$ cat src/rtl/core/wmh64_pkg.sv
// Package with the types, constants and helper functions of the word mix hash block.
`default_nettype none
package wmh64_pkg;

    // Mixing and finalizer constants.
    localparam logic [63:0] HASH_K1 = 64'h9e3779b97f4a7c15;
    localparam logic [63:0] HASH_K2 = 64'h6c62272e07bb0142;
    localparam logic [63:0] HASH_K3 = 64'h94d049bb133111eb;
    localparam int unsigned MIX_ROT = 27;
    localparam int unsigned FIN_SH1 = 33;
    localparam int unsigned FIN_SH2 = 29;
    localparam int unsigned FIN_SH3 = 32;

    // Number of byte lanes in one data word.
    localparam int unsigned LANES = 8;

    // Sequencer phases: each working phase runs one 64-bit multiply.
    typedef enum logic [2:0] {
        PH_IDLE,
        PH_MIX1,
        PH_MIX2,
        PH_FIN1,
        PH_FIN2,
        PH_EMIT
    } phase_t;

    // Steps of one 64x64 low-half multiply on the shared 32x32 multiplier.
    typedef enum logic [1:0] {
        MS_LOLO,
        MS_HILO,
        MS_LOHI,
        MS_SUM
    } mul_step_t;

    // Keep the byte lanes below count; counts of eight and above keep all lanes.
    function automatic logic [63:0] lane_mask(input logic [3:0] count);
        logic [63:0] mask;
        mask = '0;
        for (int i = 0; i < LANES; i++) begin
            if (count > 4'(i)) begin
                mask[i*8 +: 8] = 8'hff;
            end
        end
        return mask;
    endfunction

endpackage
`default_nettype wire

$ cat src/rtl/core/word_mix_hash64.sv
// Streaming 64-bit word hash with an avalanche finalizer, built on one shared multiplier.
//
// Requests arrive on the input channel (in_valid / in_stall), one 64-bit word each.
// A request marked first_word seeds the running hash from total_length; each request
// with a nonzero valid_bytes is masked and mixed in. A request marked last_word
// finalizes the hash, and the digest is offered on the output channel
// (out_valid / out_stall) from a result register.
// Every 64-bit multiply runs as three partial products on one 32x32 multiplier
// plus a final sum step. Mixing a word needs two multiplies, and a word that is
// not last holds the input side stalled until both are done. A last word adds
// two finalizer multiplies and a step to load the result register; an empty
// last word runs only the finalizer multiplies and that load step.
// in_stall is high while the sequencer works on a request. The input side is
// free again once the digest sits in the result register, even while the
// receiver stalls; a later digest waits in its load step until the register
// is taken. Reset clears the running hash to zero and empties the result
// register.
`default_nettype none
module word_mix_hash64 (
    input  wire logic        clk,
    input  wire logic        rst_n,
    input  wire logic        in_valid,
    output logic             in_stall,
    input  wire logic [63:0] data_word,
    input  wire logic [3:0]  valid_bytes,
    input  wire logic        first_word,
    input  wire logic        last_word,
    input  wire logic [31:0] total_length,
    output logic             out_valid,
    input  wire logic        out_stall,
    output logic [63:0]      digest
);
    import wmh64_pkg::*;

    // Sequencer and datapath registers.
    phase_t      phase_reg, phase_next;
    mul_step_t   step_reg, step_next;
    logic [63:0] acc_reg, acc_next;
    logic [63:0] operand_reg, operand_next;
    logic        last_reg, last_next;
    logic [63:0] prod_reg, prod_next;
    logic [63:0] mul_reg, mul_next;
    logic        out_valid_reg, out_valid_next;
    logic [63:0] digest_reg, digest_next;

    // Combinational helpers.
    logic        accept;
    logic        emit_ok;
    logic        mul_done;
    logic [63:0] seed;
    logic [63:0] masked_word;
    logic [63:0] coef;
    logic [31:0] mul_a;
    logic [31:0] mul_b;
    logic [63:0] full_prod;
    logic [63:0] mix_xor;
    logic [63:0] mix_rot;
    logic [63:0] mix_sum;

    assign in_stall  = (phase_reg != PH_IDLE);
    assign accept    = in_valid && (phase_reg == PH_IDLE);
    assign out_valid = out_valid_reg;
    assign digest    = digest_reg;
    assign emit_ok   = !out_valid_reg || !out_stall;
    assign mul_done  = (step_reg == MS_SUM);

    // Seed and masked word of an incoming request.
    assign seed        = first_word ? (HASH_K1 ^ {32'd0, total_length}) : acc_reg;
    assign masked_word = data_word & lane_mask(valid_bytes);

    // The first multiply of both the mix and the finalizer uses K1, the second K2.
    always_comb
    begin
        case (phase_reg)
            PH_MIX1, PH_FIN1: coef = HASH_K1;
            default:          coef = HASH_K2;
        endcase
    end

    // Operand halves fed to the shared multiplier at each step.
    always_comb
    begin
        case (step_reg)
            MS_LOLO:
            begin
                mul_a = operand_reg[31:0];
                mul_b = coef[31:0];
            end
            MS_HILO:
            begin
                mul_a = operand_reg[63:32];
                mul_b = coef[31:0];
            end
            MS_LOHI:
            begin
                mul_a = operand_reg[31:0];
                mul_b = coef[63:32];
            end
            default:
            begin
                mul_a = '0;
                mul_b = '0;
            end
        endcase
    end

    // Low 64 bits of the product once the last cross term is in.
    assign full_prod = {prod_reg[63:32] + mul_reg[31:0], prod_reg[31:0]};
    assign mix_xor   = acc_reg ^ full_prod;
    assign mix_rot   = {mix_xor[63-MIX_ROT:0], mix_xor[63:64-MIX_ROT]};
    assign mix_sum   = full_prod + HASH_K3;

    // Next phase of the sequencer.
    always_comb
    begin
        phase_next = phase_reg;
        case (phase_reg)
            PH_IDLE:
            begin
                if (accept) begin
                    if (valid_bytes != 4'd0) begin
                        phase_next = PH_MIX1;
                    end else if (last_word) begin
                        phase_next = PH_FIN1;
                    end
                end
            end
            PH_MIX1:
            begin
                if (mul_done) begin
                    phase_next = PH_MIX2;
                end
            end
            PH_MIX2:
            begin
                if (mul_done) begin
                    phase_next = last_reg ? PH_FIN1 : PH_IDLE;
                end
            end
            PH_FIN1:
            begin
                if (mul_done) begin
                    phase_next = PH_FIN2;
                end
            end
            PH_FIN2:
            begin
                if (mul_done) begin
                    phase_next = PH_EMIT;
                end
            end
            PH_EMIT:
            begin
                if (emit_ok) begin
                    phase_next = PH_IDLE;
                end
            end
            default: phase_next = PH_IDLE;
        endcase
    end

    // Datapath and output values for each phase.
    always_comb
    begin
        step_next      = step_reg;
        acc_next       = acc_reg;
        operand_next   = operand_reg;
        last_next      = last_reg;
        prod_next      = prod_reg;
        mul_next       = mul_reg;
        out_valid_next = out_valid_reg && out_stall;
        digest_next    = digest_reg;

        // Multiply steps: issue three partial products, then accumulate.
        if (phase_reg == PH_MIX1 || phase_reg == PH_MIX2
            || phase_reg == PH_FIN1 || phase_reg == PH_FIN2) begin
            mul_next = mul_a * mul_b;
            case (step_reg)
                MS_LOLO: step_next = MS_HILO;
                MS_HILO:
                begin
                    prod_next = mul_reg;
                    step_next = MS_LOHI;
                end
                MS_LOHI:
                begin
                    prod_next = {prod_reg[63:32] + mul_reg[31:0], prod_reg[31:0]};
                    step_next = MS_SUM;
                end
                default: step_next = MS_LOLO;
            endcase
        end

        case (phase_reg)
            PH_IDLE:
            begin
                if (accept) begin
                    acc_next  = seed;
                    last_next = last_word;
                    if (valid_bytes != 4'd0) begin
                        operand_next = masked_word;
                    end else begin
                        operand_next = seed ^ (seed >> FIN_SH1);
                    end
                    step_next = MS_LOLO;
                end
            end
            PH_MIX1:
            begin
                // Xor the word product in and rotate; this is the next multiplicand.
                if (mul_done) begin
                    acc_next     = mix_rot;
                    operand_next = mix_rot;
                end
            end
            PH_MIX2:
            begin
                if (mul_done) begin
                    acc_next     = mix_sum;
                    operand_next = mix_sum ^ (mix_sum >> FIN_SH1);
                end
            end
            PH_FIN1:
            begin
                if (mul_done) begin
                    operand_next = full_prod ^ (full_prod >> FIN_SH2);
                end
            end
            PH_FIN2:
            begin
                if (mul_done) begin
                    operand_next = full_prod ^ (full_prod >> FIN_SH3);
                end
            end
            PH_EMIT:
            begin
                // Load the result register once it is free.
                if (emit_ok) begin
                    digest_next    = operand_reg;
                    out_valid_next = 1'b1;
                end
            end
            default:
            begin
                step_next = MS_LOLO;
            end
        endcase
    end

    // Control registers.
    always_ff @(posedge clk or negedge rst_n)
    begin
        if (!rst_n) begin
            phase_reg     <= PH_IDLE;
            step_reg      <= MS_LOLO;
            acc_reg       <= '0;
            out_valid_reg <= 1'b0;
        end else begin
            phase_reg     <= phase_next;
            step_reg      <= step_next;
            acc_reg       <= acc_next;
            out_valid_reg <= out_valid_next;
        end
    end

    // Payload registers.
    always_ff @(posedge clk)
    begin
        operand_reg <= operand_next;
        last_reg    <= last_next;
        prod_reg    <= prod_next;
        mul_reg     <= mul_next;
        digest_reg  <= digest_next;
    end

endmodule
`default_nettype wire

$ cat config.mk
export PLATFORM = sky130hd
export DESIGN_NAME = word_mix_hash64
export DESIGN_NICKNAME = d
export VERILOG_FILES = /design/src/rtl/core/wmh64_pkg.sv /design/src/rtl/core/word_mix_hash64.sv
export SDC_FILE = /design/constraint.sdc
export NUM_CORES = 2
export LEC_CHECK = 0
export BUFFER_PORTS_ARGS = -buffer_cell sky130_fd_sc_hd__buf_2
export CAP_MARGIN = 0
export CORE_MARGIN = 2
export CORE_UTILIZATION = 55
export DETAILED_ROUTE_END_ITERATION = 8
export HOLD_SLACK_MARGIN = 0.15
export PLACE_DENSITY_LB_ADDON = 0.1
export SKIP_LAST_GASP = 1
export SLEW_MARGIN = 10
export SYNTH_ARGS = -nofsm -noshare
export SYNTH_HDL_FRONTEND = slang
export SYNTH_SLANG_ARGS = --single-unit
$ cat constraint.sdc
create_clock -name clk -period 23.6 [get_ports clk]
set_input_delay 1.18 -clock clk [delete_from_list [all_inputs] [get_ports clk]]
set_output_delay 1.18 -clock clk [all_outputs]
set_load 0.05 [all_outputs]
* After elaboration in Yosys (flattened, before gate mapping)
Cells that the tools add are included.
** Word-level totals
- Output and inout port bits :: 66
- Input bits :: 106
- Logic and storage cells :: 109
- Latch bits :: 0
- Register bits :: 327
- Memories kept :: 0
- Bits in read-only memories :: 0
- Memory bits (writable) :: 0
** Cells by class
- Eq/ne operators :: 15
- Mux-type cells :: 39
- Bitwise logic cells :: 8
- Add/subtract/negate cells :: 2
- Div/mod/pow operators :: 0
- $mul :: 1
- Reductions and logical operators :: 26
- $lt $le $gt $ge :: 8
- Shifts and indexed selects :: 0
** Operator list (count)
- $mux W64 :: 10
- $pmux W64 S5 :: 1
- $pmux W64 S3 :: 1
- $pmux W32 S2 :: 2
- $pmux W64 S2 :: 1
- $xor A64 B31 Y64 :: 2
- $add A64 B64 Y64 const B :: 1
- $and A64 B64 Y64 :: 1
- $mul A32 B32 Y64 :: 1
- $mux W8 :: 8
- $xor A64 B32 Y64 :: 1
- $xor A64 B35 Y64 :: 1
- $xor A64 B64 Y64 :: 1
- $not A18 Y38 :: 1
- $add A32 B32 Y32 :: 1
- $mux W3 :: 8
- $pmux W3 S6 :: 1
- $gt A4 B3 Y1 const B :: 4
- $ne A2 B2 Y1 const B :: 6
- $gt A4 B1 Y1 const B :: 2
- $gt A4 B2 Y1 const B :: 2
- $reduce_and A7 Y1 :: 1
- $eq A3 B2 Y1 const B :: 2
- $eq A3 B3 Y1 const B :: 2
- 24 further kinds :: 38

* Logic depth before layout (Yosys ltp)
- Depth in word-level cells :: 7
- Mapped depth :: 40
- Mapped depth without buffers :: 36

* Worst setup path after synthesis
OpenSTA, ideal clock, no wires.
- Path type :: register to register
- From :: register step_reg[0]
- To :: register mul_reg[63] (data pin)
- Stages on the path, launching flop included :: 36
- Setup slack :: 14.284 ns
- Path buffers :: 6
- Setup time :: 0.207 ns
- Data required time :: 23.393 ns
- Data arrival time :: 9.109 ns
- Period minus slack after synthesis :: 9.316 ns
- Cells stage by stage :: dfrtp_1 inv_1 clkbuf_1 buf_1 ha_1 clkbuf_1 clkbuf_1 clkbuf_1 buf_1 nand3_1 fa_1 fa_1 inv_1 fa_1 inv_1 fa_1 inv_1 fa_1 fa_1 fa_1 inv_1 fa_1 inv_1 ha_1 a21o_1 a21oi_1 o21bai_1 a21o_1 a21o_1 a31oi_1 o21a_1 o211a_1 nor3_1 a41oi_1 mux2i_1 a2111oi_0
** On the way
- Word-level cells in the longest chain between the ends :: 4
- Elaborated cells on any way between the ends :: 8
- Those cells by class :: mul: 1; eq/ne: 2; mux: 2; reduce/logical: 3
** RTL lines
- start: declaration :: RTL line word_mix_hash64.sv:37 : mul_step_t step_reg, step_next;
- start signal: assignment :: RTL line word_mix_hash64.sv:260 : step_reg <= step_next;
- $eq A2 B2 Y1, or another cell as far along :: RTL line word_mix_hash64.sv:83 : case (step_reg)
- $reduce_or A2 Y1 (no source line)
- $pmux W32 S2 :: RTL line word_mix_hash64.sv:83
- $mul A32 B32 Y64 * :: RTL line word_mix_hash64.sv:177 : mul_next = mul_a * mul_b;
- end signal: assignment :: RTL line word_mix_hash64.sv:272 : mul_reg <= mul_next;
- end: declaration :: RTL line word_mix_hash64.sv:42 : logic [63:0] mul_reg, mul_next;
Every way passes the cells marked *; elsewhere a longest branch is shown, timed or not.
A chain may end at the register's enable or synchronous reset.

* Worst setup path in the final report
- From :: register phase_reg[2]
- To :: register mul_reg[62] (data pin)
** On the way
- Word-level cells in the longest chain between the ends :: 5
- Elaborated cells on any way between the ends :: 6
- Those cells by class :: mul: 1; eq/ne: 2; mux: 2; reduce/logical: 1
** RTL lines
- start: declaration :: RTL line word_mix_hash64.sv:36 : phase_t phase_reg, phase_next;
- start signal: assignment :: RTL line word_mix_hash64.sv:259 : phase_reg <= phase_next;
- $eq A3 B1 Y1 or $eq A3 B2 Y1 (tied branches) :: RTL line word_mix_hash64.sv:74 : case (phase_reg)
- $reduce_or A2 Y1 * :: RTL line word_mix_hash64.sv:74
- $mux W64 * :: RTL line word_mix_hash64.sv:74
- $pmux W32 S2 * :: RTL line word_mix_hash64.sv:83
- $mul A32 B32 Y64 * :: RTL line word_mix_hash64.sv:177
Marks and branches as above.

==> results.sh <==
export IMPL_status="finished, final reports clean"
export IMPL_die_h_um=305
export IMPL_yosysWarnings=0
export IMPL_fp_coreArea_um2=89900
export IMPL_rows=110
export IMPL_drt_pass1_iterations=8
export IMPL_min_path_type="reg -> reg"
export IMPL_critPathCapture="mul_reg[62]"
export IMPL_hpwl_um=170000
export IMPL_hold_viol=0
export IMPL_final_area_um2=53000
export IMPL_grt_pass1_wl_um=286000
export IMPL_dieWidth_um=305
export IMPL_cts_root_buf="clkbuf_16"
export IMPL_top_level_ports=172
export IMPL_finalWorstSetupSlack_ns=12.21
export IMPL_h_tree_depth=2
export IMPL_setup_worst_path_start="phase_reg[2]"
export IMPL_final_common_cell="inv_1"
export IMPL_die_area_um2=92900
export IMPL_routedWlPerCell_um=31.5
export IMPL_cts_setup_buffers=0
export IMPL_tns_ns=0
export IMPL_area_delta_synth_final_pct=6.39
export IMPL_grtUsageTotal=0.433
export IMPL_netlist_cell_type_count=110
export IMPL_required_ns=23.91
export IMPL_synth_ff_latch_count=327
export IMPL_max_slew_margin_rel=0.180
export IMPL_end_kind="flip-flop"
export IMPL_ant_nets=0
export IMPL_fin_crit_sh=0.483
export IMPL_nets=6456
export IMPL_routed_via_density=6.32
export IMPL_ys_flop_type="edfxtp_1"
export IMPL_tritoncts="yes"
export IMPL_antenna_found_initial=11
export IMPL_fin_skew_ns=0.0229
export IMPL_ctsResizeCount=0
export IMPL_port_buffers=171
export IMPL_reg2reg_slack_ns=12.21
export IMPL_slowest_stage="a21oi_4"
export IMPL_cpMostUsedCell="fa_1"
export IMPL_routabilityCongestion=1.07
export IMPL_clk_pin_slew_ns=0.07
export IMPL_crit_arrival_ns=11.70
export IMPL_r2r_end="mul_reg[62]"
export IMPL_max_cap_viol_count=0
export IMPL_start_util=0.554
export IMPL_cp_start_kind="flip-flop"
export IMPL_post_place_ws_ns=12.56
export IMPL_ctsHoldBuffers=0
export IMPL_grt_pass1_vias=39800
export IMPL_vias=40200
export IMPL_final_setup_viol_count=0
export IMPL_min_period_ns=11.39
export IMPL_drv_slew=0
export IMPL_netlist_area_um2=49800
export IMPL_cts_buffers=35
export IMPL_grt_max_degree=81
export IMPL_r2r_cells=30
export IMPL_synthArstFlopShare=0.214
export IMPL_drc=0
export IMPL_fill_cells=8011
export IMPL_rr_startpoint="phase_reg[2]"
export IMPL_crit_type="reg -> reg"
export IMPL_dpl_cell_area_um2=51800
export IMPL_rsz0062_at_grt="no"
export IMPL_drive_gt1_frac=0.0854
export IMPL_synth_area_per_cell_um2=9.76
export IMPL_fmax_mhz=87.8
export IMPL_synth_fp_nets=6390
export IMPL_syn_instance_count=5101
export IMPL_crit_fanout=44
export IMPL_overflow=0
export IMPL_critPathMaxStageDelay_ns=0.96
export IMPL_drtIter0Drc=5627
export IMPL_layout_common_cells="inv_1, fa_1, nand2_1"
export IMPL_clock_latency_ns=0.58
export IMPL_clock_sinks=327
export IMPL_seq_area_frac_synth=0.190
export IMPL_worst_pin_slew_ns=1.22
export IMPL_cts_buffer_depth=3
export IMPL_synth_edff_count=257
export IMPL_totalWireLength_um=200000
==> synthesized netlist by cell type, types with 7 or more instances <==
| cell type | instances | area [µm²] |
|---|---|---|
| inv_1 | 967 | 3630 |
| fa_1 | 824 | 16500 |
| nand2_1 | 417 | 1570 |
| ha_1 | 359 | 4490 |
| nor2_1 | 343 | 1290 |
| edfxtp_1 | 257 | 7720 |
| xnor2_1 | 251 | 2200 |
| a21oi_1 | 243 | 1220 |
| o21ai_0 | 210 | 1050 |
| clkbuf_1 | 171 | 642 |
| xor2_1 | 115 | 1010 |
| a21o_1 | 83 | 623 |
| dfrtp_1 | 70 | 1750 |
| o22ai_1 | 50 | 313 |
| a221oi_1 | 49 | 429 |
| a22oi_1 | 48 | 360 |
| nor2b_1 | 47 | 294 |
| nand3_1 | 40 | 200 |
| or2_2 | 35 | 219 |
| mux2_2 | 28 | 315 |
| o21bai_1 | 27 | 203 |
| buf_1 | 25 | 93.8 |
| nand4_1 | 25 | 156 |
| nor3_1 | 25 | 125 |
| o21a_1 | 23 | 173 |
| a31oi_1 | 20 | 125 |
| clkbuf_8 | 17 | 234 |
| mux2i_1 | 17 | 170 |
| nand2b_1 | 16 | 100 |
| a211oi_1 | 15 | 113 |
| and2_1 | 15 | 93.8 |
| a221o_1 | 14 | 140 |
| and3_1 | 14 | 87.6 |
| a22o_1 | 12 | 105 |
| buf_2 | 12 | 60.1 |
| clkinv_1 | 12 | 45.0 |
| o211ai_1 | 12 | 90.1 |
| o221ai_1 | 12 | 105 |
| o22a_1 | 11 | 96.3 |
| o21ai_1 | 9 | 45.0 |
| or3_1 | 8 | 50.1 |
| a21boi_0 | 7 | 52.6 |
| nor4_1 | 7 | 43.8 |
==> worst min-delay path by stage <==
| stage | start | endpoint | depth (start not counted) |
|---|---|---|---|
| floorplan | operand_reg[31] | digest[31] | 0 |
| global placement | operand_reg[15] | digest[15] | 0 |
| detailed placement | operand_reg[15] | digest[15] | 0 |
| CTS | operand_reg[12] | digest[12] | 0 |
| global route | operand_reg[12] | digest[12] | 0 |
| finish | operand_reg[12] | digest[12] | 0 |
==> cell families after synthesis <==
kind of cell / synth area share
xor+xnor: 0.0675
other cells: 0.0000753
compound gates: 0.125
simple gates: 0.0907
fa+ha+maj: 0.422
mux: 0.00975
buf+inv: 0.0951
flops: 0.190
==> metrics by stage <==
step / util / std cells / hold WS [ns]
floorplan: - / 5101 / 0.420
global placement: 0.576 / 6306 / 0.438
detailed placement: 0.576 / 6306 / 0.442
CTS: 0.589 / 6365 / 0.451
global route: 0.589 / 6365 / 0.460
finish: 0.589 / 6369 / 0.452
==> layer usage <==
metal,routed length (µm),GRT usage
met4,11100,0.192
met2,84100,0.618
met3,25800,0.111
met5,57,0
met1,79400,0.624
==> worst max-delay path: cells and delay by family, from the launching register on <==
| kind | cells | cell delay, ns |
|---|---|---|
| adders and majority gates | 9 | 4.08 |
| AOI/OAI and AO/OA | 10 | 3.85 |
| buffers and inverters | 6 | 1.60 |
| and+or+nand+nor | 4 | 1.08 |
| DFF | 1 | 0.32 |
| xor gates and xnor gates | 1 | 0.09 |
==> cell type report <==
type                    count  area [µm²]  area share
multi-input cells        3566       35700       0.673
flip-flops and latches    327        9470       0.179
inverters                 981        3680      0.0696
repair buffers            256        1500      0.0283
well taps                1176        1470      0.0278
clock buffers              42         912      0.0172
clock inverters            17         250     0.00473
diodes                      4        10.0    0.000189
Power is left out: the tool's default activity adds up to more than one toggle a clock period on the data nets, which glitch-free logic cannot reach.
